===== config.mk =====
export PLATFORM = sky130hd
export DESIGN_NAME = job_shop_schedule_decoder_core
export DESIGN_NICKNAME = d
export VERILOG_FILES = /design/src/jssd_pkg.sv /design/src/jssd_route_ram.sv /design/src/jssd_alu.sv /design/src/job_shop_schedule_decoder_core.sv
export SDC_FILE = /design/constraint.sdc
export NUM_CORES = 2
export LEC_CHECK = 0
export BUFFER_PORTS_ARGS = -buffer_cell sky130_fd_sc_hd__buf_2
export CAP_MARGIN = 20
export CORE_UTILIZATION = 32
export DETAILED_ROUTE_END_ITERATION = 8
export PLACE_DENSITY = 0.44
export RECOVER_POWER = 50
export SYNTH_ARGS = -nofsm -noshare
export SYNTH_HDL_FRONTEND = slang
export SYNTH_HIERARCHICAL = 1
export SYNTH_SLANG_ARGS = --single-unit

===== constraint.sdc =====
create_clock -name aclk -period 9.4 [get_ports aclk]
set_input_delay 0.94 -clock aclk [delete_from_list [all_inputs] [get_ports aclk]]
set_output_delay 0.94 -clock aclk [all_outputs]
set_load 0.01 [all_outputs]

===== src/jssd_pkg.sv =====
// Shared types, constants and codes for the job-shop schedule decoder.
package jssd_pkg;

    localparam int MAX_JOBS     = 16;
    localparam int MAX_MACHINES = 16;
    localparam int MAX_OPS      = 16;
    localparam int TIME_W       = 16;

    localparam int CMD_W    = 2;
    localparam int JOB_W    = 4;
    localparam int OP_W     = 4;
    localparam int MACH_W   = 4;
    localparam int DUR_W    = 8;
    localparam int SLOT_W   = 9;
    localparam int OPCNT_W  = 5;
    localparam int ROUTE_AW = JOB_W + OP_W;
    localparam int ROUTE_DEPTH = MAX_JOBS * MAX_OPS;
    localparam int ROUTE_DW = MACH_W + DUR_W;

    localparam int S_TDATA_W = 24;
    localparam int M_TDATA_W = 64;

    localparam logic [TIME_W-1:0] TIME_MAX = {TIME_W{1'b1}};
    localparam logic [SLOT_W-1:0] SLOT_MAX = {SLOT_W{1'b1}};

    typedef enum logic [CMD_W-1:0] {
        CMD_LOAD  = 2'd0,
        CMD_CLEAR = 2'd1,
        CMD_SCHED = 2'd2,
        CMD_NOP   = 2'd3
    } cmd_t;

    typedef enum logic [0:0] {
        ALU_MAX    = 1'b0,
        ALU_SATADD = 1'b1
    } alu_op_t;

    typedef enum logic [2:0] {
        ST_IDLE,
        ST_START,
        ST_FINISH,
        ST_FIRST,
        ST_SPAN,
        ST_EMIT
    } state_t;

    typedef struct packed {
        logic [MACH_W-1:0] machine;
        logic [DUR_W-1:0]  duration;
    } route_t;

    typedef struct packed {
        logic              overrun;
        logic [TIME_W-1:0] makespan;
        logic [TIME_W-1:0] stop_time;
        logic [TIME_W-1:0] start_time;
        logic [SLOT_W-1:0] slot;
        logic [MACH_W-1:0] machine;
    } result_t;

endpackage


===== src/jssd_route_ram.sv =====
// Routing table memory: one write port, one registered read port.
module jssd_route_ram (
    input  logic                          aclk,
    input  logic                          we,
    input  logic [jssd_pkg::ROUTE_AW-1:0] waddr,
    input  jssd_pkg::route_t              wdata,
    input  logic                          re,
    input  logic [jssd_pkg::ROUTE_AW-1:0] raddr,
    output jssd_pkg::route_t              rdata
);

    jssd_pkg::route_t mem [jssd_pkg::ROUTE_DEPTH];
    jssd_pkg::route_t rdata_reg;

    always_ff @(posedge aclk) begin
        if (we) begin
            mem[waddr] <= wdata;
        end
        if (re) begin
            rdata_reg <= mem[raddr];
        end
    end

    assign rdata = rdata_reg;

endmodule


===== src/jssd_alu.sv =====
// Shared time unit: maximum of two times or saturating time add.
module jssd_alu (
    input  jssd_pkg::alu_op_t             op,
    input  logic [jssd_pkg::TIME_W-1:0]   a,
    input  logic [jssd_pkg::TIME_W-1:0]   b,
    output logic [jssd_pkg::TIME_W-1:0]   y
);

    logic [jssd_pkg::TIME_W:0] sum;

    always_comb begin
        sum = {1'b0, a} + {1'b0, b};
        case (op)
            jssd_pkg::ALU_MAX:    y = (a > b) ? a : b;
            jssd_pkg::ALU_SATADD: y = sum[jssd_pkg::TIME_W] ? jssd_pkg::TIME_MAX
                                                             : sum[jssd_pkg::TIME_W-1:0];
            default:              y = a;
        endcase
    end

endmodule


===== src/job_shop_schedule_decoder_core.sv =====
// Top level of the job-shop schedule decoder: sequencer, schedule state, output register.
// A schedule gene steps through routing read and max, finish add, start+1, span and emit,
// waiting in emit while the output register stays full; an overrun gene goes straight to
// emit. Input is taken only when idle, so a new item waits until the last one is through;
// the single shared time unit is stepped four times per gene. Reset (aresetn low,
// synchronous) clears all ready times, operation counters, slot counters, makespan and the
// output valid; the routing table keeps its contents and is undefined until loaded.
module job_shop_schedule_decoder_core (
    input  logic                               aclk,
    input  logic                               aresetn,
    input  logic                               s_axis_tvalid,
    output logic                               s_axis_tready,
    // [1:0] command, [5:2] job, [9:6] op_index, [13:10] machine_in, [21:14] duration
    input  logic [jssd_pkg::S_TDATA_W-1:0]     s_axis_tdata,
    output logic                               m_axis_tvalid,
    input  logic                               m_axis_tready,
    // [3:0] machine_out, [12:4] slot, [28:13] start_time, [44:29] stop_time,
    // [60:45] makespan
    output logic [jssd_pkg::M_TDATA_W-1:0]     m_axis_tdata,
    // [0] overrun
    output logic                               m_axis_tuser
);

    // Unpack the input item.
    jssd_pkg::cmd_t                    in_cmd;
    logic [jssd_pkg::JOB_W-1:0]        in_job;
    logic [jssd_pkg::OP_W-1:0]         in_op;
    logic [jssd_pkg::MACH_W-1:0]       in_mach;
    logic [jssd_pkg::DUR_W-1:0]        in_dur;

    assign in_cmd  = jssd_pkg::cmd_t'(s_axis_tdata[1:0]);
    assign in_job  = s_axis_tdata[5:2];
    assign in_op   = s_axis_tdata[9:6];
    assign in_mach = s_axis_tdata[13:10];
    assign in_dur  = s_axis_tdata[21:14];

    // Schedule state, small enough to live in flip-flops that a clear resets all together.
    logic [jssd_pkg::OPCNT_W-1:0] job_next_op_reg   [jssd_pkg::MAX_JOBS];
    logic [jssd_pkg::TIME_W-1:0]  job_ready_reg     [jssd_pkg::MAX_JOBS];
    logic [jssd_pkg::TIME_W-1:0]  machine_ready_reg [jssd_pkg::MAX_MACHINES];
    logic [jssd_pkg::SLOT_W-1:0]  machine_slots_reg [jssd_pkg::MAX_MACHINES];
    logic [jssd_pkg::TIME_W-1:0]  span_reg;

    // Sequencer and working registers for the gene in flight.
    jssd_pkg::state_t             state_reg, state_next;
    logic [jssd_pkg::JOB_W-1:0]   job_reg;
    logic [jssd_pkg::MACH_W-1:0]  mach_reg;
    logic [jssd_pkg::DUR_W-1:0]   dur_reg;
    logic [jssd_pkg::TIME_W-1:0]  start_reg;
    logic [jssd_pkg::TIME_W-1:0]  finish_reg;
    logic [jssd_pkg::TIME_W-1:0]  first_reg;
    jssd_pkg::result_t            result_reg;
    logic                         overrun_reg;

    // Output register.
    logic                         m_valid_reg;
    jssd_pkg::result_t            m_result_reg;

    logic                         accept;
    logic                         out_free;
    logic                         load_ok;
    logic                         job_done;
    logic                         ram_we;
    logic                         ram_re;
    jssd_pkg::route_t             ram_wdata;
    jssd_pkg::route_t             ram_rdata;
    logic [jssd_pkg::ROUTE_AW-1:0] ram_waddr;
    logic [jssd_pkg::ROUTE_AW-1:0] ram_raddr;
    logic [jssd_pkg::SLOT_W-1:0]  slot_new;

    jssd_pkg::alu_op_t            alu_op;
    logic [jssd_pkg::TIME_W-1:0]  alu_a;
    logic [jssd_pkg::TIME_W-1:0]  alu_b;
    logic [jssd_pkg::TIME_W-1:0]  alu_y;

    assign s_axis_tready = (state_reg == jssd_pkg::ST_IDLE);
    assign accept        = s_axis_tvalid && s_axis_tready;
    assign out_free      = !m_valid_reg || m_axis_tready;

    // A job with all its operations used cannot take another gene.
    assign job_done = (job_next_op_reg[in_job] >= jssd_pkg::OPCNT_W'(jssd_pkg::MAX_OPS));

    // All field values are in range at these widths; drop anything beyond the table.
    assign load_ok = (32'(in_job) < jssd_pkg::MAX_JOBS) && (32'(in_op) < jssd_pkg::MAX_OPS)
                     && (32'(in_mach) < jssd_pkg::MAX_MACHINES);

    assign ram_we          = accept && (in_cmd == jssd_pkg::CMD_LOAD) && load_ok;
    assign ram_waddr       = {in_job, in_op};
    assign ram_wdata.machine  = in_mach;
    assign ram_wdata.duration = in_dur;
    assign ram_re          = accept && (in_cmd == jssd_pkg::CMD_SCHED) && !job_done;
    assign ram_raddr       = {in_job, job_next_op_reg[in_job][jssd_pkg::OP_W-1:0]};

    jssd_route_ram u_route_ram (
        .aclk  (aclk),
        .we    (ram_we),
        .waddr (ram_waddr),
        .wdata (ram_wdata),
        .re    (ram_re),
        .raddr (ram_raddr),
        .rdata (ram_rdata)
    );

    jssd_alu u_alu (
        .op (alu_op),
        .a  (alu_a),
        .b  (alu_b),
        .y  (alu_y)
    );

    assign slot_new = (machine_slots_reg[mach_reg] == jssd_pkg::SLOT_MAX)
                      ? jssd_pkg::SLOT_MAX
                      : machine_slots_reg[mach_reg] + jssd_pkg::SLOT_W'(1);

    // Next state and the operands of the shared time unit.
    always_comb begin
        state_next = state_reg;
        alu_op     = jssd_pkg::ALU_MAX;
        alu_a      = job_ready_reg[job_reg];
        alu_b      = machine_ready_reg[ram_rdata.machine];
        unique case (state_reg)
            jssd_pkg::ST_IDLE: begin
                if (accept && in_cmd == jssd_pkg::CMD_SCHED) begin
                    state_next = job_done ? jssd_pkg::ST_EMIT : jssd_pkg::ST_START;
                end
            end
            jssd_pkg::ST_START: begin
                // start = later of job and machine ready times
                state_next = jssd_pkg::ST_FINISH;
            end
            jssd_pkg::ST_FINISH: begin
                alu_op     = jssd_pkg::ALU_SATADD;
                alu_a      = start_reg;
                alu_b      = jssd_pkg::TIME_W'(dur_reg);
                state_next = jssd_pkg::ST_FIRST;
            end
            jssd_pkg::ST_FIRST: begin
                alu_op     = jssd_pkg::ALU_SATADD;
                alu_a      = start_reg;
                alu_b      = jssd_pkg::TIME_W'(1);
                state_next = jssd_pkg::ST_SPAN;
            end
            jssd_pkg::ST_SPAN: begin
                alu_op     = jssd_pkg::ALU_MAX;
                alu_a      = finish_reg;
                alu_b      = span_reg;
                state_next = jssd_pkg::ST_EMIT;
            end
            jssd_pkg::ST_EMIT: begin
                if (out_free) begin
                    state_next = jssd_pkg::ST_IDLE;
                end
            end
            default: state_next = jssd_pkg::ST_IDLE;
        endcase
    end

    always_ff @(posedge aclk) begin
        if (!aresetn) begin
            state_reg <= jssd_pkg::ST_IDLE;
        end else begin
            state_reg <= state_next;
        end
    end

    // Working registers of the gene in flight.
    always_ff @(posedge aclk) begin
        if (accept) begin
            job_reg     <= in_job;
            overrun_reg <= job_done;
        end
        case (state_reg)
            jssd_pkg::ST_START: begin
                mach_reg  <= ram_rdata.machine;
                dur_reg   <= ram_rdata.duration;
                start_reg <= alu_y;
            end
            jssd_pkg::ST_FINISH: finish_reg <= alu_y;
            jssd_pkg::ST_FIRST:  first_reg  <= alu_y;
            jssd_pkg::ST_SPAN: begin
                result_reg.overrun    <= 1'b0;
                result_reg.makespan   <= alu_y;
                result_reg.stop_time  <= finish_reg;
                result_reg.start_time <= first_reg;
                result_reg.slot       <= slot_new;
                result_reg.machine    <= mach_reg;
            end
            default: ;
        endcase
    end

    // Schedule state: clear on reset or command, update on commit.
    always_ff @(posedge aclk) begin
        if (!aresetn || (accept && in_cmd == jssd_pkg::CMD_CLEAR)) begin
            for (int i = 0; i < jssd_pkg::MAX_JOBS; i++) begin
                job_next_op_reg[i] <= '0;
                job_ready_reg[i]   <= '0;
            end
            for (int i = 0; i < jssd_pkg::MAX_MACHINES; i++) begin
                machine_ready_reg[i] <= '0;
                machine_slots_reg[i] <= '0;
            end
            span_reg <= '0;
        end else if (state_reg == jssd_pkg::ST_SPAN) begin
            job_next_op_reg[job_reg]    <= job_next_op_reg[job_reg] + jssd_pkg::OPCNT_W'(1);
            job_ready_reg[job_reg]      <= finish_reg;
            machine_ready_reg[mach_reg] <= finish_reg;
            machine_slots_reg[mach_reg] <= slot_new;
            span_reg                    <= alu_y;
        end
    end

    // Output register: load when the slot is empty or being drained.
    always_ff @(posedge aclk) begin
        if (!aresetn) begin
            m_valid_reg <= 1'b0;
        end else if (state_reg == jssd_pkg::ST_EMIT && out_free) begin
            m_valid_reg <= 1'b1;
        end else if (m_axis_tready) begin
            m_valid_reg <= 1'b0;
        end
    end

    always_ff @(posedge aclk) begin
        if (state_reg == jssd_pkg::ST_EMIT && out_free) begin
            if (overrun_reg) begin
                // Out of operations: report the overrun flag and the current span, nothing else.
                m_result_reg <= {1'b1, span_reg,
                                 {(2 * jssd_pkg::TIME_W + jssd_pkg::SLOT_W
                                   + jssd_pkg::MACH_W){1'b0}}};
            end else begin
                m_result_reg <= result_reg;
            end
        end
    end

    assign m_axis_tvalid = m_valid_reg;
    assign m_axis_tuser  = m_result_reg.overrun;
    assign m_axis_tdata  = {3'b000, m_result_reg.makespan, m_result_reg.stop_time,
                            m_result_reg.start_time, m_result_reg.slot, m_result_reg.machine};

endmodule


* Word-level counts from Yosys, hierarchy flattened
Memories as Yosys holds them, arrays and structs flattened. A register that Yosys moved wholly into a read port is not among the register bits.
Cells that the tools add are included.
** Word-level totals
- Memory bits (writable) :: 3808
- Register bits :: 208
- Word-level logic and storage cells :: 98
- Memories :: 5
- Bits of input ports :: 28
** Memories
- u_route_ram.mem :: depth 256, width 12, rd ports 1, clocked after Yosys merged registers in 1, write ports 1, RTL line jssd_route_ram.sv:12 : jssd_pkg::route_t mem [jssd_pkg::ROUTE_DEPTH];
- job_ready_reg :: depth 16, width 16, rd ports 1, clocked after Yosys merged registers in 1, write ports 16, RTL line job_shop_schedule_decoder_core.sv:39 : logic [jssd_pkg::TIME_W-1:0] job_ready_reg [jssd_pkg::MAX_JOBS];
- machine_ready_reg :: depth 16, width 16, rd ports 1, clocked after Yosys merged registers in 0, write ports 16, RTL line job_shop_schedule_decoder_core.sv:40 : logic [jssd_pkg::TIME_W-1:0] machine_ready_reg [jssd_pkg::MAX_MACHINES];
- machine_slots_reg :: depth 16, width 9, rd ports 1, clocked after Yosys merged registers in 1, write ports 16, RTL line job_shop_schedule_decoder_core.sv:41 : logic [jssd_pkg::SLOT_W-1:0] machine_slots_reg [jssd_pkg::MAX_MACHINES];
- job_next_op_reg :: depth 16, width 5, rd ports 2, clocked after Yosys merged registers in 1, write ports 16, RTL line job_shop_schedule_decoder_core.sv:38 : logic [jssd_pkg::OPCNT_W-1:0] job_next_op_reg [jssd_pkg::MAX_JOBS];
** Cells by class
- Muxes and demuxes :: 36
- Bitwise operators :: 1
- Reduce and logical (&&, ||, !) cells :: 20
- $lt $le $gt $ge :: 2
- Add/subtract/negate cells :: 3
- Eq/ne operators :: 10
** Operator list (number)
- 16-bit two-way mux :: 4
- 16-bit one-hot mux with 2 select lines :: 2
- 61-bit two-way mux :: 1
- 16-bit one-hot mux with 3 select lines :: 1
- 16-bit OR reduction :: 2
- 4-bit two-way mux :: 7
- 9-bit two-way mux :: 2
- 3-bit one-hot mux with 6 select lines :: 1
- 16-bit by 16-bit adder with 17-bit output :: 1
- 16-bit greater-than comparator :: 1
- 1-bit two-way mux :: 14
- 9-bit by 1-bit adder with 9-bit output (second input constant) :: 1
- 9-bit == test (second input constant) :: 1
- 3-bit two-way mux :: 3
- 9-bit OR reduction :: 1
- 3-bit by 2-bit == test with 1-bit output (second input constant) :: 2
- 3-bit == test (second input constant) :: 2
- 1-bit logical AND :: 6
- 5-bit by 1-bit adder with 5-bit output (second input constant) :: 1
- 5-bit greater-or-equal comparator (second input constant) :: 1
- 5-bit two-way mux :: 1
- 5-bit OR reduction :: 1
- 3-bit by 1-bit == test with 1-bit output (second input constant) :: 1
- 1-bit zero test :: 3
- 11 further kinds :: 12

* Depth between registers and ports, before layout
- Word-level depth :: 8
- Depth in mapped cells :: 23
- Mapped depth without buffers :: 16

* Cells and area by module
The synthesis kept the hierarchy.
** By module, submodules not included
- jssd_route_ram :: cells an instance 5506, times used 1, seq. area each 92608.8 µm², area each 118752.6 µm²
- job_shop_schedule_decoder_core :: cells an instance 2604, times used 1, seq. area each 28307.1 µm², area each 41492.3 µm²
- jssd_alu :: cells an instance 218, times used 1, seq. area each 0.0 µm², area each 1696.6 µm²

* Least setup slack after synthesis
No wires, ideal clock.
- Path type :: reg2reg
- Start point :: register state_reg[2]
- End point :: register span_reg[15] (netlist name)
- Stages on the path, launching flop included :: 21
- Arrival time :: 5.398 ns
- Required time :: 9.329 ns
- Path slack :: 3.930 ns
- Buffers on the path :: 6
- Setup time :: 0.071 ns
- Path through :: dfxtp_1 > buf_2 > nor2b_1 > buf_2 > nand2b_1 > clkbuf_1 > inv_1 > buf_4 > clkbuf_1 > a22oi_1 > nand2_1 > ha_1 > buf_6 > nor4_1 > nand2_1 > a311oi_2 > a2111oi_4 > xnor2_1 > a221oi_2 > nand2_1 > a21oi_1
** On the way
- Cells in the longest elaborated chain, start to end :: 6
- Elaborated cells on any way between the ends :: 17
** Ends and longest elaborated chain
- from (decl) :: RTL line job_shop_schedule_decoder_core.sv:45 : jssd_pkg::state_t state_reg, state_next;
- from (signal assigned) :: RTL line job_shop_schedule_decoder_core.sv:160 : state_reg <= jssd_pkg::ST_IDLE;
- from (signal assigned) :: RTL line job_shop_schedule_decoder_core.sv:162 : state_reg <= state_next;
- 3-bit by 2-bit == test with 1-bit output :: RTL line job_shop_schedule_decoder_core.sv:121 : unique case (state_reg)
- 2-bit OR reduction (no line)
- 16-bit one-hot mux with 2 select lines * :: RTL line job_shop_schedule_decoder_core.sv:121
- net alu_a, one bit :: RTL line job_shop_schedule_decoder_core.sv:72 : logic [jssd_pkg::TIME_W-1:0] alu_a;
- 16-bit by 16-bit adder with 17-bit output or 16-bit greater-than comparator (tied branches) :: RTL line jssd_alu.sv:12, jssd_alu.sv:14
- 16-bit two-way mux, on equally long branches :: RTL line jssd_alu.sv:15, jssd_alu.sv:14
- 16-bit one-hot mux with 2 select lines * :: RTL line jssd_alu.sv:13 : case (op)
- net alu_y, one bit :: RTL line job_shop_schedule_decoder_core.sv:74 : logic [jssd_pkg::TIME_W-1:0] alu_y;
- to (signal assigned) :: RTL line job_shop_schedule_decoder_core.sv:209 : span_reg <= alu_y;
- to (decl) :: RTL line job_shop_schedule_decoder_core.sv:42 : logic [jssd_pkg::TIME_W-1:0] span_reg;
The timed path passes the listed nets; every way through them passes the cells marked *.
A chain may end at the register's enable or synchronous reset.

* Worst setup path in the final report
- Start point :: input s_axis_tdata[3] (netlist name)
- End point :: register, netlist name u_route_ram/rdata[9]
** On the way
- Cells in the longest elaborated chain, start to end :: 4
** Ends and longest elaborated chain
- from (decl) :: RTL line job_shop_schedule_decoder_core.sv:14 : input logic [jssd_pkg::S_TDATA_W-1:0] s_axis_tdata,
- memory read 16 x 5 bit *
- net ram_raddr, one bit :: RTL line job_shop_schedule_decoder_core.sv:68 : logic [jssd_pkg::ROUTE_AW-1:0] ram_raddr;
- 5-bit greater-or-equal comparator :: RTL line job_shop_schedule_decoder_core.sv:81 : assign job_done = (job_next_op_reg[in_job] >= jssd_pkg::OPCNT_W'(jssd_pkg::MAX_OPS));
- 1-bit zero test :: RTL line job_shop_schedule_decoder_core.sv:91 : assign ram_re = accept && (in_cmd == jssd_pkg::CMD_SCHED) && !job_done;
- 1-bit logical AND :: RTL line job_shop_schedule_decoder_core.sv:91
Marked as above.

==> flow_metrics.env <==
export IMPL_cts_path_max_buffers=4
export IMPL_hold_violations=0
export IMPL_drv_cap=41
export IMPL_synth_edf_count=4008
export IMPL_via_count=82720
export IMPL_hold_path_class="in2reg"
export IMPL_dieWidth_um=713.4
export IMPL_period_needed_ps=7760
export IMPL_postRouteAntennaNets=0
export IMPL_routed_via_density=5.249
export IMPL_cts_buffers=437
export IMPL_status="finished, violations left"
export IMPL_crit_top_cell="buf_4"
export IMPL_clk_latency_ps=1000
export IMPL_pwr_share_clk=0.400
export IMPL_cpPeakStageDelay_ps=2070
export IMPL_p_switching_w=0.01016
export IMPL_async_flop_share=0
export IMPL_ys_seq_area_frac=0.7467
export IMPL_cp_arrival_ps=8470
export IMPL_crit_path_end_kind="register"
export IMPL_skew_ps=49.90
export IMPL_fin_tns_setup_ps=0
export IMPL_dieArea_sq_um=508900
export IMPL_worst_path_max_delay_cell="clkbuf_1"
export IMPL_htree_levels=5
export IMPL_wire_per_inst_um=30.27
export IMPL_fin_crit_sh=0.8256
export IMPL_synth_ff_latch_count=4036
export IMPL_p_per_area_nw_per_um2=223.2
export IMPL_cts_root_buf="clkbuf_16"
export IMPL_leakage_nw=59.12
export IMPL_crit_chain="clkbuf_1 -> buf_4 -> mux4_2 -> mux4_4 -> buf_4 -> or3b_2 -> o22ai_1 -> nor4_1 -> o221ai_1 -> nor4b_1"
export IMPL_dpl_cell_count=14960
export IMPL_post_cts_buffers=0
export IMPL_start_util=0.3222
export IMPL_rsz0062_at_grt="false"
export IMPL_largest_reg_flops=3072
export IMPL_grt_max_degree=169
export IMPL_relSlewSlack=-4.100
export IMPL_nNetsFinal=8786
export IMPL_grt_pass1_wl_um=665900
export IMPL_synthesis_instances=8328
export IMPL_place_area_sq_um=171700
export IMPL_io_buffer_count=89
export IMPL_grt_use_total=0.1830
export IMPL_gp_congestion=0.7946
export IMPL_p_comb_frac=0.109
export IMPL_core_area_sq_um=502600
export IMPL_crit_type="in2reg"
export IMPL_yosys_warnings=6
export IMPL_violations="max-capacitance violations, max-slew violations"
export IMPL_syn_area_sq_um=161900
export IMPL_ir_drop_v=0.0001683
export IMPL_finalSetupViolCount=0
export IMPL_cp_data_required_time_ps=10110
export IMPL_route_detailed_drc=0
export IMPL_intPower_w=0.03107
export IMPL_place_hpwl_um=287300
export IMPL_avgSynthCellArea_sq_um=19.45
export IMPL_row_count=260
export IMPL_fin_ws_ps=1640
export IMPL_num_io_pins=95
export IMPL_antenna_found_initial=34
export IMPL_fin_cells=15760
export IMPL_drtIter0Drc=8155
export IMPL_final_util=0.3676
export IMPL_pre_cts_slack_ps=2417
export IMPL_first_pass_iters=5
export IMPL_max_clock_freq_ghz=0.1289
export IMPL_grt_pass1_vias=84910
export IMPL_tightest_slew_ps=7650
export IMPL_drive_gt1_frac=0.2237
export IMPL_grt_overflow_total=0
export IMPL_swShare=0.2464
export IMPL_cts_tree="built"
export IMPL_final_max_slew_viol_count=2629
export IMPL_ys_flop_type="edfxtp_1"
export IMPL_ys_types=95
export IMPL_final_area_sq_um=184800
export IMPL_dieHeight_um=713.4
export IMPL_clock_sinks=4036
export IMPL_cp_start_kind="primary input"
export IMPL_cts_resized_gates=0
export IMPL_path_clk_slew_ps=60
export IMPL_hold_buffers=0
export IMPL_cp_max_fo=35
export IMPL_area_growth_pct=14.09
export IMPL_power_frac_seq=0.491
export IMPL_num_fill_cells=46500
export IMPL_wirelength_um=477000
==> power by group through the flow <==
stage | combinational, W | clock [W] | sequential (W)
after detailed placement | 0.00457 | 0 | 0.0206
after global placement | 0.00453 | 0 | 0.0206
after CTS | 0.00458 | 0.0170 | 0.0202
after floorplan | 0.00291 | 0 | 0.0205
after global routing | 0.00477 | 0.0176 | 0.0203
final | 0.00449 | 0.0165 | 0.0202
==> per-layer routing <==
layer  routed length (um)  vias up  GRT usage  part of all wire
met5                   47        -          0          0.000099
met1               206200    44790     0.2511              0.43
met4                11820        8    0.04340             0.025
met3                23900      644    0.02306             0.050
li1                     -    34920          -                 -
met2               235000     2351     0.3102              0.49
==> synthesized netlist by cell type (34+ instances only) <==
| master | instances | area share |
|---|---|---|
| o21ai_0 | 43 | 0.0013 |
| and2_1 | 189 | 0.0073 |
| edfxtp_1 | 4008 | 0.74 |
| mux2_2 | 53 | 0.0037 |
| buf_6 | 45 | 0.0031 |
| mux4_2 | 870 | 0.12 |
| a22oi_1 | 251 | 0.012 |
| nor4_1 | 38 | 0.0015 |
| buf_4 | 44 | 0.0020 |
| a21oi_1 | 155 | 0.0048 |
| nand2_1 | 184 | 0.0043 |
| and3_1 | 357 | 0.014 |
| nor3_1 | 59 | 0.0018 |
| buf_2 | 101 | 0.0031 |
| clkbuf_1 | 346 | 0.0080 |
| nand3_1 | 49 | 0.0015 |
| inv_1 | 46 | 0.0011 |
| nor2b_1 | 105 | 0.0041 |
| o22ai_1 | 88 | 0.0034 |
| nor2_1 | 532 | 0.012 |
| mux2i_1 | 252 | 0.016 |
| ha_1 | 34 | 0.0026 |
| o221ai_1 | 53 | 0.0029 |
==> final timing paths <==
check | start | end | slack [ps] | cells past startpoint
setup / recovery | s_axis_tdata[3] | u_route_ram/rdata[9] | 1640 | 10
hold / removal | aresetn | state_reg[2] | 410 | 2
setup reg to reg | state_reg[2] | machine_slots_reg[11][2] | 3040 | 9
hold reg to reg | first_reg[12] | result_reg[25] | 420 | 0
==> critical path, delay by kind of cell <==
| kind | cells | cell delay [ps] |
|---|---|---|
| AO/OA/AOI/OAI | 2 | 690 |
| buffers and inverters | 3 | 3180 |
| multiplexers | 2 | 1270 |
| AND/OR/NAND/NOR | 3 | 2180 |
==> final cells by class <==
cell class	count	area, sq um	area share
tap	6681	8359	0.04524
antenna	11	27.53	0.0001490
clock buffer	542	11400	0.06171
multi-input combinational	3648	37870	0.2049
timing repair buffer	551	3844	0.02080
inverter	49	186.4	0.001009
sequential	4036	120900	0.6545
clock inverter	241	2146	0.01161
==> metrics by stage <==
stage	hold WS (ps)	total power, W
final	411.9	0.04123
after global routing	367.4	0.04259
after CTS	305.1	0.04176
after detailed placement	404.5	0.02517
after global placement	401.7	0.02511
after floorplan	400.3	0.02341
==> cell families (layout without fill, tap and decap cells) <==
group / Yosys count / in the layout / synth area share
AO/OA/AOI/OAI: 788 / 788 / 0.03475
buffers and inverters: 646 / 1383 / 0.02161
XOR/XNOR: 19 / 19 / 0.001028
flip-flops: 4036 / 4036 / 0.7467
adder cells (fa/ha/maj): 35 / 35 / 0.002751
multiplexers: 1188 / 1188 / 0.1417
other: 1 / 14 / 0.00002316
AND/OR/NAND/NOR: 1615 / 1615 / 0.05146
==> cell usage in the layout (no fill, tap or decap), types with 46 or more instances in the layout <==
cell / count
mux4_2: 866
mux2_2: 46
clkbuf_16: 439
and3_1: 357
a22oi_1: 251
nor2_1: 508
nor3_1: 56
o22ai_1: 88
clkinv_2: 80
buf_4: 325
clkbuf_1: 264
nand2_1: 165
mux2i_1: 252
and2_1: 186
edfxtp_1: 4008
nor2b_1: 95
o221ai_1: 53
a21oi_1: 155
clkinv_1: 95
No activity file was read; power rests on OpenSTA's default activity.
